[src/rtl/core/sts_pkg.sv]
// Shared types and constants for the s-expression token scanner.
`default_nettype none

package sts_pkg;

    // Default magnitude width of the number accumulator
    localparam int NUM_WIDTH_DEF = 32;

    // Width of the number field on the result port
    localparam int VALUE_W = 32;

    // Most results one text byte can cause
    localparam int MAX_RES = 3;

    // Character codes the scanner recognises
    localparam logic [7:0] CH_LPAREN = 8'h28;
    localparam logic [7:0] CH_RPAREN = 8'h29;
    localparam logic [7:0] CH_QUOTE  = 8'h22;
    localparam logic [7:0] CH_MINUS  = 8'h2d;
    localparam logic [7:0] CH_ZERO   = 8'h30;
    localparam logic [7:0] CH_NINE   = 8'h39;
    localparam logic [7:0] CH_SPACE  = 8'h20;
    localparam logic [7:0] CH_TAB    = 8'h09;
    localparam logic [7:0] CH_NL     = 8'h0a;

    // Token kinds on the result port
    typedef enum logic [3:0] {
        K_LPAREN  = 4'd0,
        K_RPAREN  = 4'd1,
        K_NUMBER  = 4'd2,
        K_STRCHAR = 4'd3,
        K_STREND  = 4'd4,
        K_IDCHAR  = 4'd5,
        K_IDEND   = 4'd6,
        K_EOT     = 4'd7,
        K_UNTERM  = 4'd8
    } t_kind;

    // Scanner mode, one-hot
    typedef enum logic [4:0] {
        MODE_IDLE   = 5'b00001,
        MODE_MINUS  = 5'b00010,
        MODE_NUMBER = 5'b00100,
        MODE_STRING = 5'b01000,
        MODE_IDENT  = 5'b10000
    } t_mode;

    // One result item
    typedef struct packed {
        t_kind                      kind;
        logic signed [VALUE_W-1:0]  value;
        logic [7:0]                 chr;
    } t_result;

    // All results caused by one text byte, slot 0 first
    typedef struct packed {
        logic [1:0]               count;
        t_result [MAX_RES-1:0]    res;
    } t_run;

endpackage

`default_nettype wire

[src/rtl/core/sts_decode.sv]
// Per-byte decode: next scanner state and the run of results for one byte.
`default_nettype none

module sts_decode #(
    parameter int NUM_WIDTH = sts_pkg::NUM_WIDTH_DEF
) (
    input  wire logic [7:0]            i_byte,
    input  wire logic                  i_eot,
    input  wire sts_pkg::t_mode        i_mode,
    input  wire logic [NUM_WIDTH-1:0]  i_mag,
    input  wire logic                  i_neg,
    output sts_pkg::t_mode             o_mode,
    output logic [NUM_WIDTH-1:0]       o_mag,
    output logic                       o_neg,
    output sts_pkg::t_run              o_run
);

    function automatic sts_pkg::t_result mk(input sts_pkg::t_kind kind,
                                            input logic [7:0] chr);
        sts_pkg::t_result r;
        r.kind  = kind;
        r.value = '0;
        r.chr   = chr;
        return r;
    endfunction

    logic                          is_blank;
    logic                          is_digit;
    logic [NUM_WIDTH-1:0]          digit;
    logic signed [NUM_WIDTH-1:0]   num_v;
    sts_pkg::t_result              num_res;
    logic [NUM_WIDTH-1:0]          mag_x10;

    // Start-of-token decode, used from idle and after a number ends
    logic                          st_hit;
    sts_pkg::t_result              st_res;
    sts_pkg::t_mode                st_mode;

    // Byte classes
    assign is_blank = (i_byte == sts_pkg::CH_SPACE) || (i_byte == sts_pkg::CH_TAB) ||
                      (i_byte == sts_pkg::CH_NL);
    assign is_digit = (i_byte >= sts_pkg::CH_ZERO) && (i_byte <= sts_pkg::CH_NINE);
    assign digit    = NUM_WIDTH'(i_byte[3:0]);

    // Accumulate: magnitude * 10 as two shifts and an add
    assign mag_x10 = (i_mag << 3) + (i_mag << 1);

    // Finished number, negated when a minus led it, sign-extended or cut to 32 bits
    assign num_v = i_neg ? signed'(~i_mag + NUM_WIDTH'(1)) : signed'(i_mag);
    always_comb begin
        num_res.kind  = sts_pkg::K_NUMBER;
        num_res.value = sts_pkg::VALUE_W'(num_v);
        num_res.chr   = '0;
    end

    // Token start
    always_comb begin
        st_hit  = 1'b0;
        st_res  = mk(sts_pkg::K_LPAREN, '0);
        st_mode = sts_pkg::MODE_IDLE;
        priority if (is_blank) begin
            st_mode = sts_pkg::MODE_IDLE;
        end else if (i_byte == sts_pkg::CH_LPAREN) begin
            st_hit = 1'b1;
            st_res = mk(sts_pkg::K_LPAREN, '0);
        end else if (i_byte == sts_pkg::CH_RPAREN) begin
            st_hit = 1'b1;
            st_res = mk(sts_pkg::K_RPAREN, '0);
        end else if (i_byte == sts_pkg::CH_QUOTE) begin
            st_mode = sts_pkg::MODE_STRING;
        end else if (is_digit) begin
            st_mode = sts_pkg::MODE_NUMBER;
        end else if (i_byte == sts_pkg::CH_MINUS) begin
            st_mode = sts_pkg::MODE_MINUS;
        end else begin
            st_hit  = 1'b1;
            st_res  = mk(sts_pkg::K_IDCHAR, i_byte);
            st_mode = sts_pkg::MODE_IDENT;
        end
    end

    // Main decode
    always_comb begin
        o_mode       = i_mode;
        o_mag        = i_mag;
        o_neg        = i_neg;
        o_run.count  = 2'd0;
        o_run.res[0] = mk(sts_pkg::K_LPAREN, '0);
        o_run.res[1] = mk(sts_pkg::K_LPAREN, '0);
        o_run.res[2] = mk(sts_pkg::K_LPAREN, '0);

        if (i_eot) begin
            // End of text flushes whatever token is open
            o_mode = sts_pkg::MODE_IDLE;
            o_mag  = '0;
            o_neg  = 1'b0;
            unique case (i_mode)
                sts_pkg::MODE_MINUS: begin
                    o_run.res[0] = mk(sts_pkg::K_IDCHAR, sts_pkg::CH_MINUS);
                    o_run.res[1] = mk(sts_pkg::K_IDEND, '0);
                    o_run.res[2] = mk(sts_pkg::K_EOT, '0);
                    o_run.count  = 2'd3;
                end
                sts_pkg::MODE_NUMBER: begin
                    o_run.res[0] = num_res;
                    o_run.res[1] = mk(sts_pkg::K_EOT, '0);
                    o_run.count  = 2'd2;
                end
                sts_pkg::MODE_STRING: begin
                    o_run.res[0] = mk(sts_pkg::K_UNTERM, '0);
                    o_run.count  = 2'd1;
                end
                sts_pkg::MODE_IDENT: begin
                    o_run.res[0] = mk(sts_pkg::K_IDEND, '0);
                    o_run.res[1] = mk(sts_pkg::K_EOT, '0);
                    o_run.count  = 2'd2;
                end
                default: begin
                    o_run.res[0] = mk(sts_pkg::K_EOT, '0);
                    o_run.count  = 2'd1;
                end
            endcase
        end else begin
            unique case (i_mode)
                sts_pkg::MODE_MINUS: begin
                    if (is_digit) begin
                        o_mag  = digit;
                        o_neg  = 1'b1;
                        o_mode = sts_pkg::MODE_NUMBER;
                    end else begin
                        // Lone minus becomes an identifier
                        o_run.res[0] = mk(sts_pkg::K_IDCHAR, sts_pkg::CH_MINUS);
                        o_run.count  = 2'd2;
                        if (is_blank) begin
                            o_run.res[1] = mk(sts_pkg::K_IDEND, '0);
                            o_mode       = sts_pkg::MODE_IDLE;
                        end else begin
                            o_run.res[1] = mk(sts_pkg::K_IDCHAR, i_byte);
                            o_mode       = sts_pkg::MODE_IDENT;
                        end
                    end
                end
                sts_pkg::MODE_NUMBER: begin
                    if (is_digit) begin
                        o_mag = mag_x10 + digit;
                    end else begin
                        // Number ends; this byte starts the next token
                        o_run.res[0] = num_res;
                        o_run.res[1] = st_res;
                        o_run.count  = st_hit ? 2'd2 : 2'd1;
                        o_mag        = '0;
                        o_neg        = 1'b0;
                        o_mode       = st_mode;
                    end
                end
                sts_pkg::MODE_STRING: begin
                    o_run.count = 2'd1;
                    if (i_byte == sts_pkg::CH_QUOTE) begin
                        o_run.res[0] = mk(sts_pkg::K_STREND, '0);
                        o_mode       = sts_pkg::MODE_IDLE;
                    end else begin
                        o_run.res[0] = mk(sts_pkg::K_STRCHAR, i_byte);
                    end
                end
                sts_pkg::MODE_IDENT: begin
                    o_run.count = 2'd1;
                    if (is_blank) begin
                        o_run.res[0] = mk(sts_pkg::K_IDEND, '0);
                        o_mode       = sts_pkg::MODE_IDLE;
                    end else begin
                        o_run.res[0] = mk(sts_pkg::K_IDCHAR, i_byte);
                    end
                end
                default: begin
                    o_run.res[0] = st_res;
                    o_run.count  = st_hit ? 2'd1 : 2'd0;
                    o_mode       = st_mode;
                    if (is_digit) begin
                        o_mag = digit;
                        o_neg = 1'b0;
                    end
                end
            endcase
        end
    end

endmodule

`default_nettype wire

[src/rtl/core/sexpr_token_scanner_top.sv]
// A byte is held in the input register; its results then load into the result queue.
// Input takes one byte per cycle while the result port is ready; a byte causing two or
// three results holds input ready low while the result queue drains.
// The limit is the three-slot result queue, refilled only as its last entry leaves.
// Reset (synchronous, active low) empties both stages and returns the scanner to idle.
`default_nettype none

module sexpr_token_scanner_top #(
    parameter int NUM_WIDTH = sts_pkg::NUM_WIDTH_DEF
) (
    input  wire logic                 i_clk,
    input  wire logic                 i_rst_n,
    input  wire logic                 i_in_valid,
    output logic                      o_in_ready,
    input  wire logic [7:0]           i_in_byte,
    input  wire logic                 i_end_of_input,
    output logic                      o_out_valid,
    input  wire logic                 i_out_ready,
    output logic [3:0]                o_token_kind,
    output logic signed [31:0]        o_number_value,
    output logic [7:0]                o_char_byte,
    output logic                      o_last_of_run
);

    // Input register
    logic                 r_in_valid;
    logic [7:0]           r_in_byte;
    logic                 r_in_eot;

    // Scanner state
    sts_pkg::t_mode        r_mode;
    sts_pkg::t_mode        n_mode;
    logic [NUM_WIDTH-1:0]  r_mag;
    logic [NUM_WIDTH-1:0]  n_mag;
    logic                  r_neg;
    logic                  n_neg;

    // Result queue
    sts_pkg::t_result [sts_pkg::MAX_RES-1:0] r_q;
    sts_pkg::t_result [sts_pkg::MAX_RES-1:0] n_q;
    logic [1:0]            r_count;
    logic [1:0]            n_count;

    sts_pkg::t_run         run;
    logic                  pop;
    logic                  q_free;
    logic                  advance;

    sts_decode #(
        .NUM_WIDTH (NUM_WIDTH)
    ) u_decode (
        .i_byte (r_in_byte),
        .i_eot  (r_in_eot),
        .i_mode (r_mode),
        .i_mag  (r_mag),
        .i_neg  (r_neg),
        .o_mode (n_mode),
        .o_mag  (n_mag),
        .o_neg  (n_neg),
        .o_run  (run)
    );

    // Handshake: the queue takes a new run once its last entry leaves
    assign pop        = o_out_valid && i_out_ready;
    assign q_free     = (r_count == 2'd0) || ((r_count == 2'd1) && pop);
    assign advance    = r_in_valid && q_free;
    assign o_in_ready = !r_in_valid || q_free;

    // Input stage control
    always_ff @(posedge i_clk) begin
        if (!i_rst_n) begin
            r_in_valid <= 1'b0;
        end else if (o_in_ready) begin
            r_in_valid <= i_in_valid;
        end
    end

    // Input stage payload
    always_ff @(posedge i_clk) begin
        if (o_in_ready && i_in_valid) begin
            r_in_byte <= i_in_byte;
            r_in_eot  <= i_end_of_input;
        end
    end

    // Scanner state update on each byte leaving the input stage
    always_ff @(posedge i_clk) begin
        if (!i_rst_n) begin
            r_mode <= sts_pkg::MODE_IDLE;
            r_mag  <= '0;
            r_neg  <= 1'b0;
        end else if (advance) begin
            r_mode <= n_mode;
            r_mag  <= n_mag;
            r_neg  <= n_neg;
        end
    end

    // Queue next value: load a whole run, or shift one out
    always_comb begin
        n_q     = r_q;
        n_count = r_count;
        if (advance) begin
            n_q     = run.res;
            n_count = run.count;
        end else if (pop) begin
            n_q[0]  = r_q[1];
            n_q[1]  = r_q[2];
            n_count = r_count - 2'd1;
        end
    end

    always_ff @(posedge i_clk) begin
        if (!i_rst_n) begin
            r_count <= 2'd0;
        end else begin
            r_count <= n_count;
        end
    end

    always_ff @(posedge i_clk) begin
        r_q <= n_q;
    end

    // Result port
    assign o_out_valid    = (r_count != 2'd0);
    assign o_token_kind   = r_q[0].kind;
    assign o_number_value = r_q[0].value;
    assign o_char_byte    = r_q[0].chr;
    assign o_last_of_run  = (r_count == 2'd1);

`ifndef SYNTH
    // Magnitude is only ever non-zero while a number is open
    a_mag_idle: assert property (@(posedge i_clk) disable iff (!i_rst_n)
        (r_mode != sts_pkg::MODE_NUMBER) |-> (r_mag == '0))
        else $error("magnitude left over outside a number");

    // Sign flag only set inside a number
    a_neg_idle: assert property (@(posedge i_clk) disable iff (!i_rst_n)
        (r_mode != sts_pkg::MODE_NUMBER) |-> !r_neg)
        else $error("sign flag left over outside a number");

    // Input stalls only while results are pending
    a_stall_cause: assert property (@(posedge i_clk) disable iff (!i_rst_n)
        !o_in_ready |-> (r_count != 2'd0))
        else $error("input stalled with empty result queue");

    // End of text always leaves the scanner idle
    a_eot_idle: assert property (@(posedge i_clk) disable iff (!i_rst_n)
        (advance && r_in_eot) |=> (r_mode == sts_pkg::MODE_IDLE))
        else $error("scanner not idle after end of text");

    // A loaded run is never empty on the port when a result was decoded
    a_run_load: assert property (@(posedge i_clk) disable iff (!i_rst_n)
        (advance && (run.count != 2'd0)) |=> o_out_valid)
        else $error("decoded results lost");
`endif

endmodule

`default_nettype wire
[config.mk]
export PLATFORM = sky130hd
export DESIGN_NAME = sexpr_token_scanner_top
export DESIGN_NICKNAME = d
export VERILOG_FILES = /design/src/rtl/core/sts_pkg.sv /design/src/rtl/core/sts_decode.sv /design/src/rtl/core/sexpr_token_scanner_top.sv
export SDC_FILE = /design/constraint.sdc
export NUM_CORES = 1
export LEC_CHECK = 0
export BUFFER_PORTS_ARGS = -buffer_cell sky130_fd_sc_hd__buf_4
export CORE_ASPECT_RATIO = 0.5
export CORE_MARGIN = 5
export CORE_UTILIZATION = 40
export CTS_CLUSTER_DIAMETER = 60
export CTS_CLUSTER_SIZE = 12
export DETAILED_ROUTE_END_ITERATION = 6
export PLACE_DENSITY = 0.63
export SLEW_MARGIN = 20
export SYNTH_ARGS = -nofsm -noshare
export SYNTH_HDL_FRONTEND = slang
export SYNTH_SLANG_ARGS = --single-unit
export TNS_END_PERCENT = 20
[constraint.sdc]
create_clock -name i_clk -period 7.6 [get_ports i_clk]
set_input_delay 0.76 -clock i_clk [delete_from_list [all_inputs] [get_ports i_clk]]
set_output_delay 0.76 -clock i_clk [all_outputs]
set_load 0.05 [all_outputs]
==> results.py, run 1 <==
metrics = {
    "route": {
        "wl_um": 16200,
        "antenna_left": 0,
        "via_per_inst": 5.47,
        "first_pass_iters": 5,
        "wl_per_cell_um": 16.0,
        "drc_errors": 0,
        "vias": 5549,
        "dr.first_iter.drc_count": 532,
    },
    "clock_tree": {
        "cts_buffers": 9,
        "htree_levels": 3,
        "clock-sinks": 106,
        "cts_tree": "done",
        "clock-root-buffer": "clkbuf_16",
        "clock_latency_ns": 0.35,
        "cts_resized": 0,
        "postCtsSetupBuffers": 0,
        "path_clk_slew_ns": 0.08,
        "holdBufCountCts": 0,
        "cts_max_path_buffers": 2,
    },
    "logic_synthesis": {
        "synth_seq_area_share": 0.386,
        "syn_area_per_cell_sq_um": 9.29,
        "synth_ff_type": "edfxtp_1",
        "synth_top_area_frac": 0.272,
        "syn_nets": 849,
        "synth-seq-cells": 106,
        "synth_cell_type_count": 64,
        "ys_warn_count": 0,
        "async_flop_share": 0,
        "ys_top_cells_by_count": "nor2_1, nand2_1, edfxtp_1, ha_1, o21ai_0",
        "synthCells": 773,
        "synth_area_leaders": "edfxtp_1, dfxtp_1, ha_1",
        "yosys.area.top_type": "edfxtp_1",
        "synth_most_common_cell": "nor2_1",
        "synth_edf_count": 65,
        "synthesis.area_sq_um": 7180,
    },
    "timing": {
        "setup_slack_ns": 3.59,
        "slew_headroom": 0.417,
        "rsz0062_at_grt": "false",
        "timing.final.crit_share": 0.528,
        "finalHoldViolations": 0,
        "tightest_slew_ns": 0.865,
        "fmax_ghz": 0.249,
        "skew_ns": 0.00943,
        "holdWs_ns": 0.517,
        "tns_ns": 0,
        "period_minus_slack_ns": 4.01,
        "slew_violations": 0,
        "finalSetupViolCount": 0,
    },
    "setup_path": {
        "crit_buf_inv": 2,
        "cp-start-kind": "flop",
        "worstPathMaxFanout": 7,
        "worstPathArrival_ns": 4.27,
        "crit_chain": "inv_1 > fa_1 > inv_1 > ha_1 > a211oi_1 > o211ai_1 > nand2_1 > o21ai_0 > a221oi_1 > o211ai_1 > a21o_1 > a211o_1 > a31o_2",
        "r2r_slack_ns": 3.59,
        "crit_required_ns": 7.85,
        "crit_family": "compound AO/OA/AOI/OAI gates",
        "cp_slowest_stage_delay_ns": 0.61,
        "path_class": "reg -> reg",
        "end_kind": "flop",
        "crit_slowest_cell": "fa_1",
    },
    "placement": {
        "place_hpwl_um": 11900,
        "io_buffer_count": 59,
        "routabilityCongestion": 0.904,
        "dp_cells": 998,
        "dp_slack_ns": 3.70,
    },
    "global_route": {
        "track_usage": 0.154,
        "grt_pass1_vias": 5145,
        "grt_pass1_wl_um": 26600,
        "grt.overflow.total": 0,
        "antenna_found_initial": 0,
        "grt_max_degree": 36,
    },
    "floorplanning": {
        "die_w_um": 199,
        "num_rows": 34,
        "start_util": 0.411,
        "io_pins": 60,
        "chipHeight_um": 105,
        "die-area_sq_um": 20900,
        "core_sq_um": 17500,
    },
    "layout": {
        "antenna_cells": 0,
        "areaGrowthSynthToFinish_pct": 8.50,
        "fillers": 1704,
        "drive_above_1_share": 0.115,
        "finalNetCount": 851,
        "layout.cells.non_filler": 1014,
        "postLayoutCoreUtil": 0.446,
    },
    "worst_hold_path": {
        "hold_path.class": "reg -> reg",
    },
    "power": {
        "power_density_nw_per_um2": 211,
        "cellLeakagePower_nw": 3.27,
        "peakVddDrop_uv": 108,
    },
    "outcome": {
        "status": "finished clean",
    },
    "job": {
        "drv_cap": 0,
    },
}
==> cell usage in the layout, fill, tap and decap left out, types with 6 or more instances in the layout <==
cell	n
nand3_1	13
o31ai_1	8
a21oi_1	42
nor3b_1	6
edfxtp_1	65
and2_1	10
a21o_1	12
nand4_1	6
ha_1	61
a21boi_0	8
nor2b_1	24
o211ai_1	6
nand2_1	67
xor2_1	37
dfxtp_1	41
nand2b_1	10
a221oi_1	7
xnor2_1	18
buf_4	63
o21bai_1	7
nor2_1	74
a22oi_1	10
o21ai_0	52
inv_1	16
clkbuf_16	9
a31oi_1	6
or3_1	13
and3_1	11
nor3_1	7
==> kinds of logic after synthesis <==
family                     Yosys count  synth area share
and+or+nand+nor                    260             0.179
AOI/OAI and AO/OA                  196             0.182
DFF                                106             0.386
buffers and inverters               91            0.0706
adders and majority gates           63             0.112
xor gates and xnor gates            55            0.0671
muxes                                2           0.00279
==> cell type report <==
type,instances,area [sq um],area share
clock buffer,9,225,0.0289
clock inverter,7,53.8,0.00691
inverter,19,71.3,0.00916
multi-input combinational,576,3900,0.501
sequential,106,2770,0.356
tap,234,293,0.0376
timing repair buffer,63,473,0.0607
==> power by group <==
| group | internal [W] | total, W | switching, W | leakage, nW |
|---|---|---|---|---|
| logic | 0.000119 | 0.000451 | 0.000332 | 2.17 |
| clock network | 0.000225 | 0.000445 | 0.000220 | 0.128 |
| registers | 0.000711 | 0.000745 | 0.0000334 | 0.968 |
| total | 0.00106 | 0.00164 | 0.000586 | 3.27 |
==> flip-flops by register name, indices dropped and copies added (netlist names) <==
register,flops
o_char_byte,8
o_number_value,32
o_token_kind,4
r_count,2
r_in_byte,8
r_in_eot,1
r_in_valid,1
r_mag,32
r_mode,5
r_neg,1
r_q,12
==> worst register-to-register path, delay by kind of cell (launching register included) <==
kind	cells	cell delay, ns
AOI/OAI and AO/OA	8	2.20
and+or+nand+nor	1	0.17
buffers and inverters	2	0.19
DFF	1	0.45
adders and majority gates	2	0.91
==> metal layers <==
metal  routed length [um]  track usage
met3                  692       0.0273
met4                  128       0.0339
met2                 7470        0.250
met1                 7900        0.217
met5                    0            0
==> through the flow <==
step / area [sq um] / total power [W]
CTS: 7790 / 0.00166
global route: 7790 / 0.00171
detailed placement: 7510 / 0.00121
floorplan: 7180 / 0.00114
finish: 7790 / 0.00164
global placement: 7510 / 0.00121
==> worst paths after layout <==
kind                     endpoint  depth (start not counted)          from
setup / recovery        r_mag[27]                         13  r_in_byte[3]
hold / removal    o_token_kind[1]                          2       r_q[85]
setup reg to reg        r_mag[27]                         13  r_in_byte[3]
hold reg to reg   o_token_kind[1]                          2       r_q[85]
No activity file was read; power rests on OpenSTA's default activity.
==> inputs of run 2 (changes only) <==
==> constraint.sdc (replaced) <==
create_clock -name i_clk -period 4.1 [get_ports i_clk]
set_input_delay 0.41 -clock i_clk [delete_from_list [all_inputs] [get_ports i_clk]]
set_output_delay 0.41 -clock i_clk [all_outputs]
set_load 0.05 [all_outputs]
==> run 2 against run 1 <==
Against the previous run: final cell count grew 0.49%; sequential share of layout area shrank 0.12 points; worst hold slack lost 0.28 ns.
==> results.py, run 2 (same netlist as run 1, synthesis figures left out) <==
metrics = {
    "power": {
        "peakVddDrop_uv": 179,
        "power_density_nw_per_um2": 386,
        "cellLeakagePower_nw": 3.29,
    },
    "clock_tree": {
        "cts_max_path_buffers": 2,
        "clock_latency_ns": 0.35,
        "cts_resized": 0,
        "holdBufCountCts": 0,
        "htree_levels": 3,
        "postCtsSetupBuffers": 0,
        "cts_buffers": 9,
        "cts_tree": "done",
        "clock-sinks": 106,
        "path_clk_slew_ns": 0.07,
        "clock-root-buffer": "clkbuf_16",
    },
    "setup_path": {
        "worstPathMaxFanout": 7,
        "crit_slowest_cell": "fa_1",
        "end_kind": "flop",
        "crit_chain": "inv_1 > fa_1 > inv_1 > ha_1 > a211oi_1 > o211ai_1 > nand2_1 > o21ai_1 > a221oi_2 > o211ai_1 > a21o_1 > a211o_1 > a31o_2",
        "crit_required_ns": 4.34,
        "cp-start-kind": "flop",
        "crit_buf_inv": 2,
        "crit_family": "compound AO/OA/AOI/OAI gates",
        "worstPathArrival_ns": 4.00,
        "cp_slowest_stage_delay_ns": 0.61,
        "path_class": "reg -> reg",
    },
    "route": {
        "first_pass_iters": 4,
        "vias": 5584,
        "wl_um": 16700,
        "dr.first_iter.drc_count": 415,
        "via_per_inst": 5.48,
        "antenna_left": 0,
        "drc_errors": 0,
        "wl_per_cell_um": 16.4,
    },
    "layout": {
        "drive_above_1_share": 0.117,
        "antenna_cells": 0,
        "postLayoutCellArea_sq_um": 7820,
        "finalNetCount": 856,
        "fillers": 1683,
        "areaGrowthSynthToFinish_pct": 8.87,
        "mostFrequentLayoutCells": "nor2_1, buf_4, nand2_1",
        "layout_commonest_cell": "nor2_1",
    },
    "timing": {
        "holdWs_ns": 0.240,
        "slew_headroom": 0.480,
        "fmax_ghz": 0.267,
        "skew_ns": 0.00829,
        "setup_slack_ns": 0.348,
        "tns_ns": 0,
        "slew_violations": 0,
        "finalSetupViolCount": 0,
        "rsz0062_at_grt": "false",
        "period_minus_slack_ns": 3.75,
        "tightest_slew_ns": 0.777,
        "finalHoldViolations": 0,
        "timing.final.crit_share": 0.915,
    },
    "worst_hold_path": {
        "hold_path.class": "in -> reg",
    },
    "placement": {
        "routabilityCongestion": 0.911,
        "io_buffer_count": 59,
        "dp_slack_ns": 0.204,
        "place_hpwl_um": 12200,
        "place_area_sq_um": 7550,
    },
    "global_route": {
        "antenna_found_initial": 0,
        "grt_pass1_vias": 5488,
        "grt.overflow.total": 0,
        "track_usage": 0.160,
        "grt_max_degree": 33,
        "grt_pass1_wl_um": 27800,
    },
    "job": {
        "drv_cap": 0,
    },
    "floorplanning": {
        "chipHeight_um": 105,
        "start_util": 0.411,
        "core_sq_um": 17500,
        "num_rows": 34,
        "io_pins": 60,
        "die-area_sq_um": 20900,
        "die_w_um": 199,
    },
    "outcome": {
        "status": "finished clean",
    },
}
run 2: cell count changes in the layout (fill, tap and decap cells not counted), sizes merged:
| cell | change |
|---|---|
| clkinv | +2 |
| clkinvlp | -1 |
| clkbuf | +1 |
| inv | -2 |
| buf | +5 |
run 2: layout make-up:
cell class	instances	area [sq um]	share of cell area
well taps	234	293	0.0375
clock buffers	10	229	0.0293
inverters	19	71.3	0.00912
multi-input cells	576	3910	0.500
repair buffers	68	510	0.0653
flip-flops and latches	106	2770	0.355
clock inverters	6	33.8	0.00432
run 2: stage by stage:
| stage | total power (W) | instances | util |
|---|---|---|---|
| finish | 0.00302 | 1019 | 0.447 |
| global route | 0.00314 | 1019 | 0.447 |
| CTS | 0.00304 | 1019 | 0.447 |
| detailed placement | 0.00226 | 1003 | 0.432 |
| global placement | 0.00225 | 1003 | 0.432 |
| floorplan | 0.00211 | 773 | - |
run 2: where the power goes:
group          leakage (nW)  internal, W  total (W)  switching (W)
clock network         0.123     0.000407   0.000796       0.000388
registers             0.968      0.00132    0.00138      0.0000604
logic                  2.20     0.000225   0.000844       0.000619
total                  3.29      0.00195    0.00302        0.00107
run 2: path summary, 6_finish.rpt:
path / slack, ns / end / startpoint / depth (start not counted)
worst max register to register: 0.35 / r_mag[27] / r_in_byte[3] / 13
worst min-delay path: 0.24 / r_in_byte[7] / i_in_byte[7] / 1
worst max-delay path: 0.35 / r_mag[27] / r_in_byte[3] / 13
worst min register to register: 0.51 / o_token_kind[1] / r_q[85] / 2
run 2: metal layers:
layer / wire [um] / GRT usage / up-vias
met1: 8150 / 0.226 / 2681
li1: - / - / 2781
met3: 628 / 0.0228 / 19
met5: 0 / 0 / -
met4: 195 / 0.0359 / 0
met2: 7730 / 0.263 / 103
run 2: worst reg2reg max path, cell delays in order, from the launching register on:
cell	delay (ns)
edfxtp_1	0.45
inv_1	0.14
fa_1	0.61
inv_1	0.06
ha_1	0.30
a211oi_1	0.36
o211ai_1	0.18
nand2_1	0.15
o21ai_1	0.14
a221oi_2	0.32
o211ai_1	0.22
a21o_1	0.22
a211o_1	0.28
a31o_2	0.23
==> inputs of run 3 (changes only) <==
--- a/config.mk
+++ b/config.mk
@@ -8,11 +8,11 @@
 export BUFFER_PORTS_ARGS = -buffer_cell sky130_fd_sc_hd__buf_4
 export CORE_ASPECT_RATIO = 0.5
 export CORE_MARGIN = 5
-export CORE_UTILIZATION = 40
+export CORE_UTILIZATION = 30
 export CTS_CLUSTER_DIAMETER = 60
 export CTS_CLUSTER_SIZE = 12
 export DETAILED_ROUTE_END_ITERATION = 6
-export PLACE_DENSITY = 0.63
+export PLACE_DENSITY = 0.52
 export SLEW_MARGIN = 20
 export SYNTH_ARGS = -nofsm -noshare
 export SYNTH_HDL_FRONTEND = slang
==> run 3 against run 2 <==
Against the previous run: design area rose by 1.6%; power increased by 2.5%; first-iteration DRC count down 5.8%; clock skew rose by 0.0012 ns; critical path type unchanged.
==> results.py, run 3 (same netlist as run 1, synthesis figures left out) <==
metrics = {
    "route": {
        "antenna_left": 0,
        "dr.first_iter.drc_count": 391,
        "first_pass_iters": 4,
        "wl_um": 17700,
        "wl_per_cell_um": 16.1,
        "drc_errors": 0,
        "vias": 5601,
        "via_per_inst": 5.09,
    },
    "timing": {
        "tightest_slew_ns": 0.764,
        "finalSetupViolCount": 0,
        "fmax_ghz": 0.269,
        "period_minus_slack_ns": 3.72,
        "finalHoldViolations": 0,
        "holdWs_ns": 0.231,
        "setup_slack_ns": 0.380,
        "skew_ns": 0.00949,
        "rsz0062_at_grt": "false",
        "tns_ns": 0,
        "slew_violations": 0,
        "slew_headroom": 0.490,
        "timing.final.crit_share": 0.907,
    },
    "clock_tree": {
        "path_clk_slew_ns": 0.07,
        "cts_max_path_buffers": 2,
        "clock-root-buffer": "clkbuf_16",
        "postCtsSetupBuffers": 0,
        "clock-sinks": 106,
        "htree_levels": 3,
        "cts_tree": "done",
        "clock_latency_ns": 0.36,
        "cts_buffers": 9,
    },
    "global_route": {
        "grt_pass1_wl_um": 29100,
        "grt.overflow.total": 0,
        "track_usage": 0.129,
        "grt_max_degree": 31,
        "grt_pass1_vias": 5508,
        "antenna_found_initial": 0,
    },
    "power": {
        "peakVddDrop_uv": 173,
        "cellLeakagePower_nw": 3.31,
        "power_density_nw_per_um2": 389,
    },
    "layout": {
        "layout_commonest_cell": "nor2_1",
        "mostFrequentLayoutCells": "nor2_1, buf_4, nand2_1",
        "finalNetCount": 856,
        "areaGrowthSynthToFinish_pct": 10.6,
        "layout.cells.non_filler": 1100,
        "antenna_cells": 0,
        "drive_above_1_share": 0.121,
    },
    "setup_path": {
        "worstPathMaxFanout": 4,
        "crit_chain": "inv_1 > fa_1 > inv_1 > ha_1 > a211oi_1 > o211ai_1 > nand2_1 > o21ai_0 > a221oi_2 > o211ai_1 > a21o_1 > a211o_1 > a31o_2",
        "crit_family": "compound AO/OA/AOI/OAI gates",
        "cp-start-kind": "flop",
        "crit_buf_inv": 2,
        "cp_slowest_stage_delay_ns": 0.57,
        "end_kind": "flop",
        "crit_required_ns": 4.35,
        "path_class": "reg -> reg",
        "crit_slowest_cell": "fa_1",
        "worstPathArrival_ns": 3.97,
    },
    "floorplanning": {
        "die_w_um": 229,
        "core_sq_um": 23800,
        "die-area_sq_um": 27300,
        "io_pins": 60,
        "num_rows": 40,
        "chipHeight_um": 119,
        "start_util": 0.302,
    },
    "placement": {
        "place_hpwl_um": 12900,
        "routabilityCongestion": 0.858,
        "io_buffer_count": 59,
        "dp_slack_ns": 0.308,
        "dp_cells": 1084,
    },
    "job": {
        "drv_cap": 0,
    },
    "outcome": {
        "status": "finished clean",
    },
    "worst_hold_path": {
        "hold_path.class": "in -> reg",
    },
}
==> run 3: worst paths after layout <==
check | startpoint | slack, ns | endpoint | cells after the start
worst max register to register | r_mag[0] | 0.38 | r_mag[27] | 13
worst min-delay path | i_in_byte[0] | 0.23 | r_in_byte[0] | 1
worst max-delay path | r_mag[0] | 0.38 | r_mag[27] | 13
worst min register to register | r_q[85] | 0.52 | o_token_kind[1] | 2
==> run 3: final cells by class <==
cell class              instances  area [sq um]
multi-input cells             576          3910
inverters                      19          71.3
clock inverters                 6          47.5
clock buffers                  10           239
flip-flops and latches        106          2770
well taps                     315           394
fillers                      2420         15800
repair buffers                 68           510
==> run 3: per-stage QoR <==
step                       util  power [W]  area [sq um]
after global routing      0.334    0.00323          7940
after global placement    0.322    0.00226          7650
after detailed placement  0.322    0.00227          7650
after CTS                 0.334    0.00313          7940
after floorplan               -    0.00211          7180
final                     0.334    0.00309          7940
==> run 3: repair_timing <==
| action | CTS | global route |
|---|---|---|
| endpoints found under the setup margin | 0 | 1 |
| hold buffers | 0 | 0 |
| endpoints found under the hold margin | 0 | 0 |
| resized for setup | 0 | 1 |
==> run 3: metal layers <==
layer  up-vias  track usage  part of all wire
li1       2785            -                 -
met1      2710        0.176              0.49
met2        86        0.214              0.47
met3        20       0.0269             0.035
met4         0       0.0259             0.012
met5         -            0                 0
==> run 3: where the power goes <==
part / internal, W / total (W) / leakage [nW] / switching [W]
Clock: 0.000438 / 0.000865 / 0.140 / 0.000428
Combinational: 0.000222 / 0.000846 / 2.20 / 0.000624
Sequential: 0.00132 / 0.00138 / 0.968 / 0.0000620
Total: 0.00198 / 0.00309 / 3.31 / 0.00111
